===== src/sv/assert_macros.svh =====
// Assertion helpers; clk and rst_n must exist in the using module.
`ifndef ASSERT_MACROS_SVH
`define ASSERT_MACROS_SVH

// same-cycle implication
`define ASSERT_IMPL(label, ante, cons) \
  label: assert property (@(posedge clk) disable iff (!rst_n) (ante) |-> (cons)) \
    else $error("assertion failed: same-cycle implication");

// next-cycle implication
`define ASSERT_NEXT(label, ante, cons) \
  label: assert property (@(posedge clk) disable iff (!rst_n) (ante) |=> (cons)) \
    else $error("assertion failed: next-cycle implication");

`endif


===== src/sv/pcoef_pkg.sv =====
package pcoef_pkg;

  localparam int PHASE_W    = 16;
  localparam int COEF_W     = 16;
  localparam int TADDR_W    = 11;
  localparam int HALF_W     = 6;
  localparam int NPH_W      = 7;
  localparam int TAP_W      = 6;
  localparam int CALC_W     = 12;  // computed read addresses reach 2048
  localparam int MAX_HALF_LEN = 32;
  localparam int MAX_PHASES   = 64;

  localparam int CFG_IDX_W  = 2;
  localparam int CFG_DATA_W = 7;

  localparam logic [CFG_IDX_W-1:0] REG_HALF_LEN    = 2'd0;
  localparam logic [CFG_IDX_W-1:0] REG_PHASE_COUNT = 2'd1;

  localparam logic [HALF_W-1:0] HALF_LEN_RST    = 6'd16;
  localparam logic [NPH_W-1:0]  PHASE_COUNT_RST = 7'd32;

  localparam logic KIND_LOAD    = 1'b0;
  localparam logic KIND_COMPUTE = 1'b1;

  typedef struct packed {
    logic load;     // write one table word
    logic cap;      // capture row and fraction of a compute item
    logic base1;    // row products
    logic base2;    // row base addresses
    logic issue;    // issue one tap read
    logic upper;    // upper half of the filter
    logic cnt_clr;  // restart tap counter
  } pcoef_cmd_t;

  typedef struct packed {
    logic issue_ok;  // tap pipeline can take a read
    logic cnt_last;  // counter at last tap of this half
  } pcoef_sts_t;

endpackage


===== src/sv/pcoef_ctrl.sv =====
module pcoef_ctrl import pcoef_pkg::*; (
  input  logic       clk,
  input  logic       rst_n,
  input  logic       in_valid,
  input  logic       in_kind,
  output logic       in_ready,
  input  pcoef_sts_t sts,
  output pcoef_cmd_t cmd
);

  localparam logic [2:0] ST_IDLE  = 3'd0;
  localparam logic [2:0] ST_BASE1 = 3'd1;
  localparam logic [2:0] ST_BASE2 = 3'd2;
  localparam logic [2:0] ST_LOWER = 3'd3;
  localparam logic [2:0] ST_UPPER = 3'd4;

  logic [2:0] state_r;
  logic [2:0] state_nxt;

  always_comb begin
    state_nxt = state_r;
    cmd       = '0;
    in_ready  = 1'b0;
    unique case (state_r)
      ST_IDLE: begin
        in_ready = 1'b1;
        if (in_valid) begin
          if (in_kind == KIND_COMPUTE) begin
            cmd.cap   = 1'b1;
            state_nxt = ST_BASE1;
          end else begin
            cmd.load = 1'b1;
          end
        end
      end
      ST_BASE1: begin
        cmd.base1 = 1'b1;
        state_nxt = ST_BASE2;
      end
      ST_BASE2: begin
        cmd.base2   = 1'b1;
        cmd.cnt_clr = 1'b1;
        state_nxt   = ST_LOWER;
      end
      ST_LOWER: begin
        if (sts.issue_ok) begin
          cmd.issue = 1'b1;
          if (sts.cnt_last) begin
            cmd.cnt_clr = 1'b1;
            state_nxt   = ST_UPPER;
          end
        end
      end
      ST_UPPER: begin
        cmd.upper = 1'b1;
        if (sts.issue_ok) begin
          cmd.issue = 1'b1;
          if (sts.cnt_last) begin
            state_nxt = ST_IDLE;
          end
        end
      end
      default: begin
        state_nxt = ST_IDLE;
      end
    endcase
  end

  always_ff @(posedge clk) begin
    if (!rst_n) begin
      state_r <= ST_IDLE;
    end else begin
      state_r <= state_nxt;
    end
  end

endmodule


===== config.mk =====
export PLATFORM = sky130hd
export DESIGN_NAME = pcoef_ctrl
export DESIGN_NICKNAME = d
export VERILOG_FILES = /design/src/sv/assert_macros.svh /design/src/sv/pcoef_pkg.sv /design/src/sv/pcoef_ctrl.sv
export SDC_FILE = /design/constraint.sdc
export NUM_CORES = 1
export LEC_CHECK = 0
export BUFFER_PORTS_ARGS = -buffer_cell sky130_fd_sc_hd__clkbuf_2
export CORE_AREA = 2 2 39 41
export CTS_CLUSTER_SIZE = 16
export DETAILED_ROUTE_END_ITERATION = 10
export DIE_AREA = 0 0 41 43
export GPL_TIMING_DRIVEN = 0
export PLACE_DENSITY_LB_ADDON = 0.3
export SLEW_MARGIN = 20
export SYNTH_ARGS = -nofsm -noshare
export SYNTH_HDL_FRONTEND = slang
export SYNTH_SLANG_ARGS = --single-unit

===== constraint.sdc =====
create_clock -name clk -period 1 [get_ports clk]
set_clock_uncertainty 0.05 [all_clocks]
set_input_delay 0.15 -clock clk [delete_from_list [all_inputs] [get_ports clk]]
set_output_delay 0.15 -clock clk [all_outputs]
set_load 0.005 [all_outputs]

# After elaboration in Yosys (flattened, before gate mapping)
# Index checks and enable logic that the tools add are counted.
# classes
n_reduce_logical	3
eq_ne	10
muxes	20
# op_table
op	n
3-bit 2-to-1 mux	6
3-bit one-hot mux with 5 select lines	1
2-bit inequality test (second input constant)	6
1-bit 2-to-1 mux	10
3-bit by 2-bit == test with 1-bit output (second input constant)	2
6-bit AND reduction	1
2-bit 2-to-1 mux	2
3-bit by 1-bit == test with 1-bit output (second input constant)	1
3-bit == test (second input constant)	1
3-bit logical NOT	1
1-bit one-hot mux with 2 select lines	1
2-bit OR reduction	1
# totals
reg_bits	3
out_inout_bits	8
in_bits	6
word_cells	34

# Longest topological paths before layout
# Gate-level depths: netlist (run 1).
# depth
depth_word	3
ltp_mapped	3
mapped_depth_nobuf	2

# Least setup slack after synthesis (run 1)
# OpenSTA, ideal clock, no wires.
# synth_timing
path_kind	register -> output
start	register state_r[1]
end	output cmd[2] in the netlist's numbering
path_stages_with_launch	4
n_path_buf	1
arrival_time_ps	943
setup_slack_ps	-143
cell_sequence	dfxtp_1 -> buf_2 -> or3b_4 -> a21boi_2
# synth_lines
item	line	source
from (decl)	pcoef_ctrl.sv:17	logic [2:0] state_r;
from (signal assigned)	pcoef_ctrl.sv:73	state_r <= state_nxt;
to (decl)	pcoef_ctrl.sv:8	output pcoef_cmd_t cmd

==> results of run 1 <==
stage by stage:
| step | utilization (%) | TNS (ps) | worst slack [ps] | instances | instance area (um^2) |
|---|---|---|---|---|---|
| after floorplan | - | -421.5 | -143.0 | 27 | 245.2 |
| after global placement | 23.87 | -925.3 | -285.6 | 56 | 330.3 |
| after detailed placement | 23.87 | -949.7 | -278.5 | 56 | 330.3 |
| after CTS | 31.56 | -2595 | -442.3 | 66 | 436.7 |
| after global routing | 32.37 | -2964 | -471.9 | 66 | 447.9 |
| final | 32.37 | -2254 | -412.4 | 66 | 447.9 |
how the worst min path moves through the flow:
| stage | cells after the start | endpoint | slack [ps] |
|---|---|---|---|
| after floorplan | 1 | state_r[0] | 250 |
| after global placement | 2 | state_r[0] | 420 |
| after detailed placement | 2 | state_r[0] | 420 |
| after CTS | 3 | state_r[2] | 170 |
| after global routing | 2 | state_r[0] | 200 |
| final | 3 | state_r[2] | 180 |
repair_timing:
item / CTS / global route
setup buffers: 8 / 1
resized for setup: 12 / 6
hold endpoints to repair: 0 / 0
pin swaps: 3 / 2
endpoints found under the setup margin: 10 / 11
worst reg2reg max path, cell delays in order (launching register included):
cell     delay [ps]
dfxtp_4         360
or3b_4          400
buf_4           140
o32ai_2          70
area by class of cell:
cell class                      instances  share of cell area, %
Clock buffer                            4                  5.866
Timing Repair Buffer                   21                  29.61
Tap cell                               16                  4.469
Sequential cell                         3                  15.92
Multi-Input combinational cell         21                  43.30
Inverter                                1                 0.8380
metal layers:
metal | vias to the layer above | part of all wire, % | GRT usage, %
met5 | - | 0 | 0
met4 | 0 | 0 | 6.000
met3 | 0 | 3.7 | 3.141
met2 | 6 | 60 | 16.56
met1 | 128 | 36 | 8.626
li1 | 147 | - | -
cells by family (layout without fill, tap and decap cells):
group                  count (synthesis)  in the layout  share of synthesized area [%]
DFF                                    3              3                          24.74
and+or+nand+nor                       15             15                          42.28
buffers and inverters                  3             26                          8.244
AOI/OAI and AO/OA                      6              6                          24.74
where the power goes:
group	switching [mW]	internal, mW
combinational	0.0853	0.120
sequential	0.0163	0.133
clock	0.0608	0.149
total	0.162	0.403
cell usage in the layout (no fill, tap or decap):
master     n
nor3b_2    1
nand2b_4   1
buf_2      2
and2_1     1
and4bb_2   1
nor2_4     1
inv_1      1
or3b_4     1
nand3b_1   1
buf_6      2
clkbuf_2  11
clkbuf_4   3
buf_4      6
a21boi_2   1
clkbuf_1   1
and3b_1    1
a21o_1     1
nor2_2     1
nand2_1    2
and3_1     1
nand4_1    1
dfxtp_4    3
o32ai_2    1
a32o_1     1
nor3_2     1
a21bo_2    1
and3b_2    1
a21oi_2    1
==> results.sh, run 1 <==
export IMPL_status="finished, violations left"
export IMPL_violations="setup timing"
export IMPL_cts_clk_slew_worst_paths_ps=40
export IMPL_numPortBuffers=13
export IMPL_grt_use_total_pct=9.519
export IMPL_timing_hold_ws_ps=179.1
export IMPL_async_flop_share_pct=0
export IMPL_num_fill_cells=160
export IMPL_rrSetupSlack_ps=-120
export IMPL_ys_types=23
export IMPL_postSynthAreaPerCell_um2=8.990
export IMPL_wl_um=643
export IMPL_antenna_cells=0
export IMPL_avgViaCountPerCell=4.258
export IMPL_finalWorstSetupSlack_ps=-412.4
export IMPL_ctsHoldBuffers=0
export IMPL_yosysWarnings=0
export IMPL_cts_buffers=3
export IMPL_powerDensity_nw_per_um2=1261
export IMPL_drt_first_pass_iters=3
export IMPL_cts_num_sinks=3
export IMPL_ir_worst_vdd_mv=0.4358
export IMPL_max_cap_violations=0
export IMPL_drt_iter0_drc=4
export IMPL_cts_tree="built"
export IMPL_start_util_pct=17.54
export IMPL_cts_path_max_buffers=2
export IMPL_yosys_area_top_type="dfxtp_1"
export IMPL_ys_ff_latch=3
export IMPL_multi_input_area_um2=193.9
export IMPL_pin_count=14
export IMPL_critPathRequiredTime_ps=800
export IMPL_die_height_um=43
export IMPL_critPathCapture="cmd[2]"
export IMPL_antenna_left=0
export IMPL_ys_seq_area_share_pct=24.74
export IMPL_core_area_um2=1384
export IMPL_synth_top_area_share_pct=24.74
export IMPL_antenna_found_initial=0
export IMPL_critical_path_max_fanout=4
export IMPL_cts_root_buf="clkbuf_4"
export IMPL_syn_area_um2=242.7
export IMPL_synthMostInstantiatedCell="dfxtp_1"
export IMPL_hold_violations=0
export IMPL_endpoint_kind="output port"
export IMPL_grt_max_degree=7
export IMPL_slowest_delay_ps=400
export IMPL_dp_hpwl_um=437.2
export IMPL_ys_flop_type="dfxtp_1"
export IMPL_crit_path_start="state_r[2]"
export IMPL_drive_above_1_share_pct=78.00
export IMPL_crit_arrival_ps=1210
export IMPL_reg2reg_depth=3
export IMPL_grt_setup_unrepaired="true"
export IMPL_fp_row_count=14
export IMPL_critical_path_depth=3
export IMPL_area_growth_pct=84.54
export IMPL_gr_total_overflow=0
export IMPL_cp_top_family="simple AND/OR/NAND/NOR gates"
export IMPL_synthTopCellsByArea="dfxtp_1 25%, o32ai_2 6.7%, and4bb_2 5.2%, a21boi_2 4.6%, buf_6 4.6%"
export IMPL_synth_edf_count=0
export IMPL_synth_nets=33
export IMPL_vias=281
export IMPL_grt_pass1_vias=300
export IMPL_fin_nets=57
export IMPL_finalCriticalPeriod_ps=1412
export IMPL_fmax_ghz=0.7080
export IMPL_power_mw=0.5649
export IMPL_tightest_slew_ps=180.1
export IMPL_post_route_period_util_pct=141.2
export IMPL_drc_errors=0
export IMPL_final_max_slew_viol_count=0
export IMPL_r2r_start="state_r[2]"
export IMPL_die_width_um=41
export IMPL_regMostFlops="state_r"
export IMPL_grt_pass1_wl_um=1117
export IMPL_p_leak_nw=0.2234
export IMPL_clkLatencyLatePin_ps=230
export IMPL_r2r_end="state_r[2]"
export IMPL_gp_congestion=0.6224
export IMPL_min_from="rst_n"
export IMPL_regArea_um2=71.32
export IMPL_die_area_um2=1763
export IMPL_crit_slowest_cell="or3b_4"
export IMPL_critical_path_class="flip-flop to output port"
export IMPL_hp_class="primary input to flip-flop"
export IMPL_cts_htree_levels=1
export IMPL_cp_start_kind="flip-flop"
export IMPL_relSlewSlack_pct=87.93
export IMPL_reg_largest_list="state_r x3"
export IMPL_path_cells="or3b_4, a21boi_2, buf_2"
export IMPL_largest_reg_flops=3
export IMPL_finalSetupViolations=10
export IMPL_wl_per_cell_um=9.742
export IMPL_synth_top_cells_by_count="3 x dfxtp_1, 2 x nand2_1, 2 x nor2_1"
export IMPL_syn_instance_count=27
export IMPL_cp_num_buf_inv=1
(Power assumes the default switching activity.)
==> inputs of run 2 (changes only) <==
Settings changed: SLEW_MARGIN 20 to 25.
Clock period 1 ns to 1.5 ns, I/O delays scaled along.
==> run 2 against run 1 <==
  * Sequential cell count stayed put
  * Largest cell class unchanged
  * Clock power shrank 33%
  * Sequential share of layout area up 2.5 points
  * Core utilization shrank 4.4 points
  * The run still ends with setup timing left
==> results.sh, run 2 (synthesis results as in run 1) <==
export IMPL_tightest_slew_ps=260.6
export IMPL_hold_violations=0
export IMPL_cp_start_kind="flip-flop"
export IMPL_numPortBuffers=13
export IMPL_drt_first_pass_iters=4
export IMPL_intPower_mw=0.2482
export IMPL_pin_count=14
export IMPL_cts_buffers=3
export IMPL_critical_path_class="flip-flop to output port"
export IMPL_largest_reg_flops=3
export IMPL_wl_per_cell_um=9.413
export IMPL_power_frac_seq_pct=29.5
export IMPL_cts_clk_slew_worst_paths_ps=30
export IMPL_antenna_cells=0
export IMPL_instances_no_fill=63
export IMPL_grt_max_degree=10
export IMPL_dpl_worst_slack_ps=143.5
export IMPL_cts_tree="built"
export IMPL_cts_num_sinks=3
export IMPL_grt_pass1_vias=221
export IMPL_finalWorstSetupSlack_ps=-4.211
export IMPL_relSlewSlack_pct=82.49
export IMPL_gp_congestion=0.7054
export IMPL_clkLatencyLatePin_ps=230
export IMPL_p_sw_share_pct=28.10
export IMPL_dp_cells=56
export IMPL_grt_setup_unrepaired="true"
export IMPL_post_route_period_util_pct=100.3
export IMPL_critical_path_max_fanout=6
export IMPL_drt_iter0_drc=4
export IMPL_cts_htree_levels=1
export IMPL_start_util_pct=17.54
export IMPL_gr_total_overflow=0
export IMPL_core_area_um2=1384
export IMPL_antenna_left=0
export IMPL_fp_row_count=14
export IMPL_endpoint_kind="output port"
export IMPL_regMostFlops="state_r"
export IMPL_wl_um=593
export IMPL_final_common_cell="clkbuf_2"
export IMPL_fin_nets=54
export IMPL_final_max_slew_viol_count=0
export IMPL_ir_worst_vdd_mv=0.3589
export IMPL_cts_path_max_buffers=2
export IMPL_finalCriticalPeriod_ps=1504
export IMPL_max_cap_violations=0
export IMPL_avgViaCountPerCell=4.397
export IMPL_violations="setup timing"
export IMPL_fmax_ghz=0.6648
export IMPL_finalSetupViolations=1
export IMPL_crit_arrival_ps=1230
export IMPL_power_frac_comb_pct=30.0
export IMPL_hp_class="primary input to flip-flop"
export IMPL_grt_pass1_wl_um=903
export IMPL_drive_above_1_share_pct=63.83
export IMPL_antenna_found_initial=0
export IMPL_grt_use_total_pct=8.016
export IMPL_reg_largest_list="state_r x3"
export IMPL_die_height_um=43
export IMPL_powerDensity_nw_per_um2=893.1
export IMPL_power_clock_fraction_pct=40.5
export IMPL_die_width_um=41
export IMPL_p_sw_mw=0.09704
export IMPL_num_fill_cells=147
export IMPL_vias=277
export IMPL_ctsHoldBuffers=0
export IMPL_p_leak_nw=0.1970
export IMPL_die_area_um2=1763
export IMPL_area_growth_pct=59.28
export IMPL_status="finished, violations left"
export IMPL_critPathRequiredTime_ps=1220
export IMPL_dp_hpwl_um=401.8
export IMPL_drc_errors=0
export IMPL_cts_root_buf="clkbuf_4"
export IMPL_layout_common_cells="12 x clkbuf_2, 5 x buf_4, 3 x clkbuf_4, 3 x dfxtp_4"
run 2: cell types whose count changed in the layout (fill, tap and decap cells not counted), sizes merged:
cell    before  now
buf         10    6
clkbuf      15   16
run 2: cell type report:
type | instances | area [um^2] | area share, %
clock buffer | 4 | 26.28 | 6.796
inverter | 1 | 3.754 | 0.9709
multi-input combinational | 21 | 162.7 | 42.07
sequential | 3 | 71.32 | 18.45
tap | 16 | 20.02 | 5.178
timing repair buffer | 18 | 102.6 | 26.54
run 2: path summary, 6_finish.rpt:
check | start | end | slack [ps] | cells after the start
worst min-delay path | rst_n | state_r[2] | 240 | 3
worst min register to register | state_r[0] | state_r[2] | 490 | 2
worst max register to register | state_r[2] | state_r[2] | 390 | 3
worst max-delay path | state_r[2] | cmd[2] | -4 | 3
run 2: power by group through the flow:
| stage | Sequential, mW | Clock, mW | Combinational [mW] |
|---|---|---|---|
| finish | 0.102 | 0.140 | 0.104 |
| global route | 0.104 | 0.159 | 0.118 |
| CTS | 0.102 | 0.148 | 0.0982 |
| detailed placement | 0.0919 | 0 | 0.108 |
| global placement | 0.0919 | 0 | 0.108 |
| floorplan | 0.0916 | 0 | 0.0692 |
run 2: worst max-delay path: stages (launching register included):
cell and delay (ps):
dfxtp_4 360, or3b_4 390, a21boi_2 130, buf_2 120
run 2: timing repair:
item                                    in CTS  in global routing
hold endpoints to repair                     0                  0
endpoints found under the setup margin       4                  3
pin swaps                                    2                  0
setup buffers                                4                  1
resized for setup                            5                  2
run 2: through the flow:
stage	setup TNS, ps	hold WS [ps]	cell area [um^2]	total power, mW	utilization [%]
after global routing	-67.26	248.5	386.6	0.3813	27.94
final	-4.211	242.3	386.6	0.3453	27.94
after global placement	0	488.7	327.8	0.1999	23.69
after detailed placement	0	482.7	327.8	0.2002	23.69
after floorplan	0	329.1	242.7	0.1607	-
after CTS	-24.06	236.2	376.6	0.3488	27.22
run 2: routing by layer:
| layer | track usage [%] | up-vias | wire length (um) |
|---|---|---|---|
| li1 | - | 139 | - |
| met1 | 10.86 | 123 | 279 |
| met2 | 8.750 | 15 | 242 |
| met3 | 6.283 | 0 | 71 |
| met4 | 4.000 | 0 | 0 |
| met5 | 0 | - | 0 |
==> inputs of run 3 (changes only) <==
Settings changed: CTS_BUF_LIST set to sky130_fd_sc_hd__clkbuf_8.
==> run 3 against run 2 <==
  * The flow now finishes without violations
  * Die area unchanged
  * Non-clock buffer count unchanged
  * Critical path depth stayed put
  * Power up 25%
  * Hold slack gained 20 ps
  * Maximum frequency up 0.99%
  * Worst setup slack better by 15 ps
  * Wire length up 1.3%
  * Clock-buffer cell count decreased by 1
  * Final area increased by 4.9%
  * Sequential power barely moved
  * Sequential share of layout area is 0.85 points lower
  * Critical path type unchanged
==> results.sh, run 3 (synthesis results as in run 1) <==
export IMPL_cp_start_kind="flip-flop"
export IMPL_dpl_cell_area_um2=327.8
export IMPL_final_common_cell="clkbuf_2"
export IMPL_die_area_um2=1763
export IMPL_crit_slowest_cell="or3b_4"
export IMPL_die_height_um=43
export IMPL_powerDensity_nw_per_um2=1067
export IMPL_wl_um=601
export IMPL_path_cells="or3b_4, a21boi_2, buf_2"
export IMPL_hold_violations=0
export IMPL_critical_path_max_fanout=8
export IMPL_grt_max_degree=10
export IMPL_core_area_um2=1384
export IMPL_dp_cells=56
export IMPL_instances_no_fill=63
export IMPL_vias=276
export IMPL_cts_tree="built"
export IMPL_dp_hpwl_um=401.8
export IMPL_finalCriticalPeriod_ps=1489
export IMPL_drive_above_1_share_pct=63.83
export IMPL_pin_count=14
export IMPL_cp_num_buf_inv=1
export IMPL_antenna_found_initial=0
export IMPL_avgViaCountPerCell=4.381
export IMPL_regMostFlops="state_r"
export IMPL_ir_worst_vdd_mv=0.5008
export IMPL_post_route_period_util_pct=99.30
export IMPL_grt_pass1_vias=221
export IMPL_layout_common_cells="12 x clkbuf_2, 5 x buf_4, 3 x clkbuf_8, 3 x dfxtp_4"
export IMPL_fp_row_count=14
export IMPL_cp_top_family="simple AND/OR/NAND/NOR gates"
export IMPL_critPathRequiredTime_ps=1220
export IMPL_antenna_cells=0
export IMPL_slowest_delay_ps=410
export IMPL_drt_iter0_drc=3
export IMPL_fmax_ghz=0.6714
export IMPL_drt_first_pass_iters=4
export IMPL_cts_num_sinks=3
export IMPL_gr_total_overflow=0
export IMPL_fin_util_pct=29.29
export IMPL_final_max_slew_viol_count=0
export IMPL_hp_class="primary input to flip-flop"
export IMPL_gp_congestion=0.7054
export IMPL_largest_reg_flops=3
export IMPL_multi_input_area_um2=162.7
export IMPL_tightest_slew_ps=260.6
export IMPL_numPortBuffers=13
export IMPL_cts_path_max_buffers=2
export IMPL_cts_htree_levels=1
export IMPL_endpoint_kind="output port"
export IMPL_relSlewSlack_pct=82.49
export IMPL_die_width_um=41
export IMPL_drc_errors=0
export IMPL_ctsHoldBuffers=0
export IMPL_status="finished, final reports clean"
export IMPL_grt_use_total_pct=8.016
export IMPL_area_growth_pct=67.01
export IMPL_reg_largest_list="state_r x3"
export IMPL_clkLatencyLatePin_ps=210
export IMPL_crit_arrival_ps=1210
export IMPL_final_cell_area_um2=405.4
export IMPL_fin_nets=54
export IMPL_cts_clk_slew_worst_paths_ps=30
export IMPL_finalSetupViolations=0
export IMPL_critical_path_class="flip-flop to output port"
export IMPL_cts_buffers=3
export IMPL_regArea_um2=71.32
export IMPL_finalSetupTns_ps=0
export IMPL_grt_setup_unrepaired="true"
export IMPL_wl_per_cell_um=9.540
export IMPL_num_fill_cells=148
export IMPL_start_util_pct=17.54
export IMPL_antenna_left=0
export IMPL_max_cap_violations=0
export IMPL_grt_pass1_wl_um=903
export IMPL_power_mw=0.4324
export IMPL_cts_root_buf="clkbuf_8"
export IMPL_p_leak_nw=0.2089
==> run 3: cell count changes in the layout (fill, tap and decap cells not counted) <==
cell | before | now
clkbuf_1 | 1 | 0
clkbuf_4 | 3 | 0
clkbuf_8 | 0 | 3
inv_1 | 1 | 2
==> run 3: report_power, final <==
group          switching, mW  internal [mW]
registers             0.0131         0.0891
clock network         0.0522          0.174
logic                 0.0441         0.0598
==> run 3: stage by stage <==
stage / worst slack [ps] / hold slack (ps)
after floorplan: 281.8 / 329.1
after global placement: 146.6 / 488.7
after CTS: 0.5637 / 259.8
final: 10.56 / 262.3
after detailed placement: 143.5 / 482.7
after global routing: -34.61 / 276.0
==> run 3: tightest hold or removal path, delay by kind of cell <==
family,cells,cell delay (ps)
buffers and inverters,1,110
and+or+nand+nor,1,80
AOI/OAI and AO/OA,1,60
==> run 3: layout make-up <==
cell class | count | share of cell area, %
Clock inverter | 1 | 0.9259
Sequential cell | 3 | 17.59
Inverter | 1 | 0.9259
Multi-Input combinational cell | 21 | 40.12
Timing Repair Buffer | 18 | 25.31
Clock buffer | 3 | 10.19
Tap cell | 16 | 4.938
==> run 3: final timing paths <==
path | start | end | slack (ps) | depth (start not counted)
worst max-delay path | state_r[0] | cmd[2] | 10 | 3
worst min-delay path | rst_n | state_r[2] | 260 | 3
worst max register to register | state_r[0] | state_r[2] | 370 | 3
worst min register to register | state_r[0] | state_r[2] | 490 | 2
==> run 3: what timing repair did <==
item,in CTS,in global routing
buffers inserted,4,1
gates resized for setup,5,2
pin swaps,2,2
cloned,0,0
setup endpoints to repair,2,1
endpoints found under the hold margin,0,0
==> run 3: metal layers <==
metal	vias up	GRT usage (%)	share of wire (%)
li1	139	-	-
met1	122	10.86	49
met2	15	8.750	39
met3	0	6.283	12
met4	0	4.000	0
met5	-	0	0
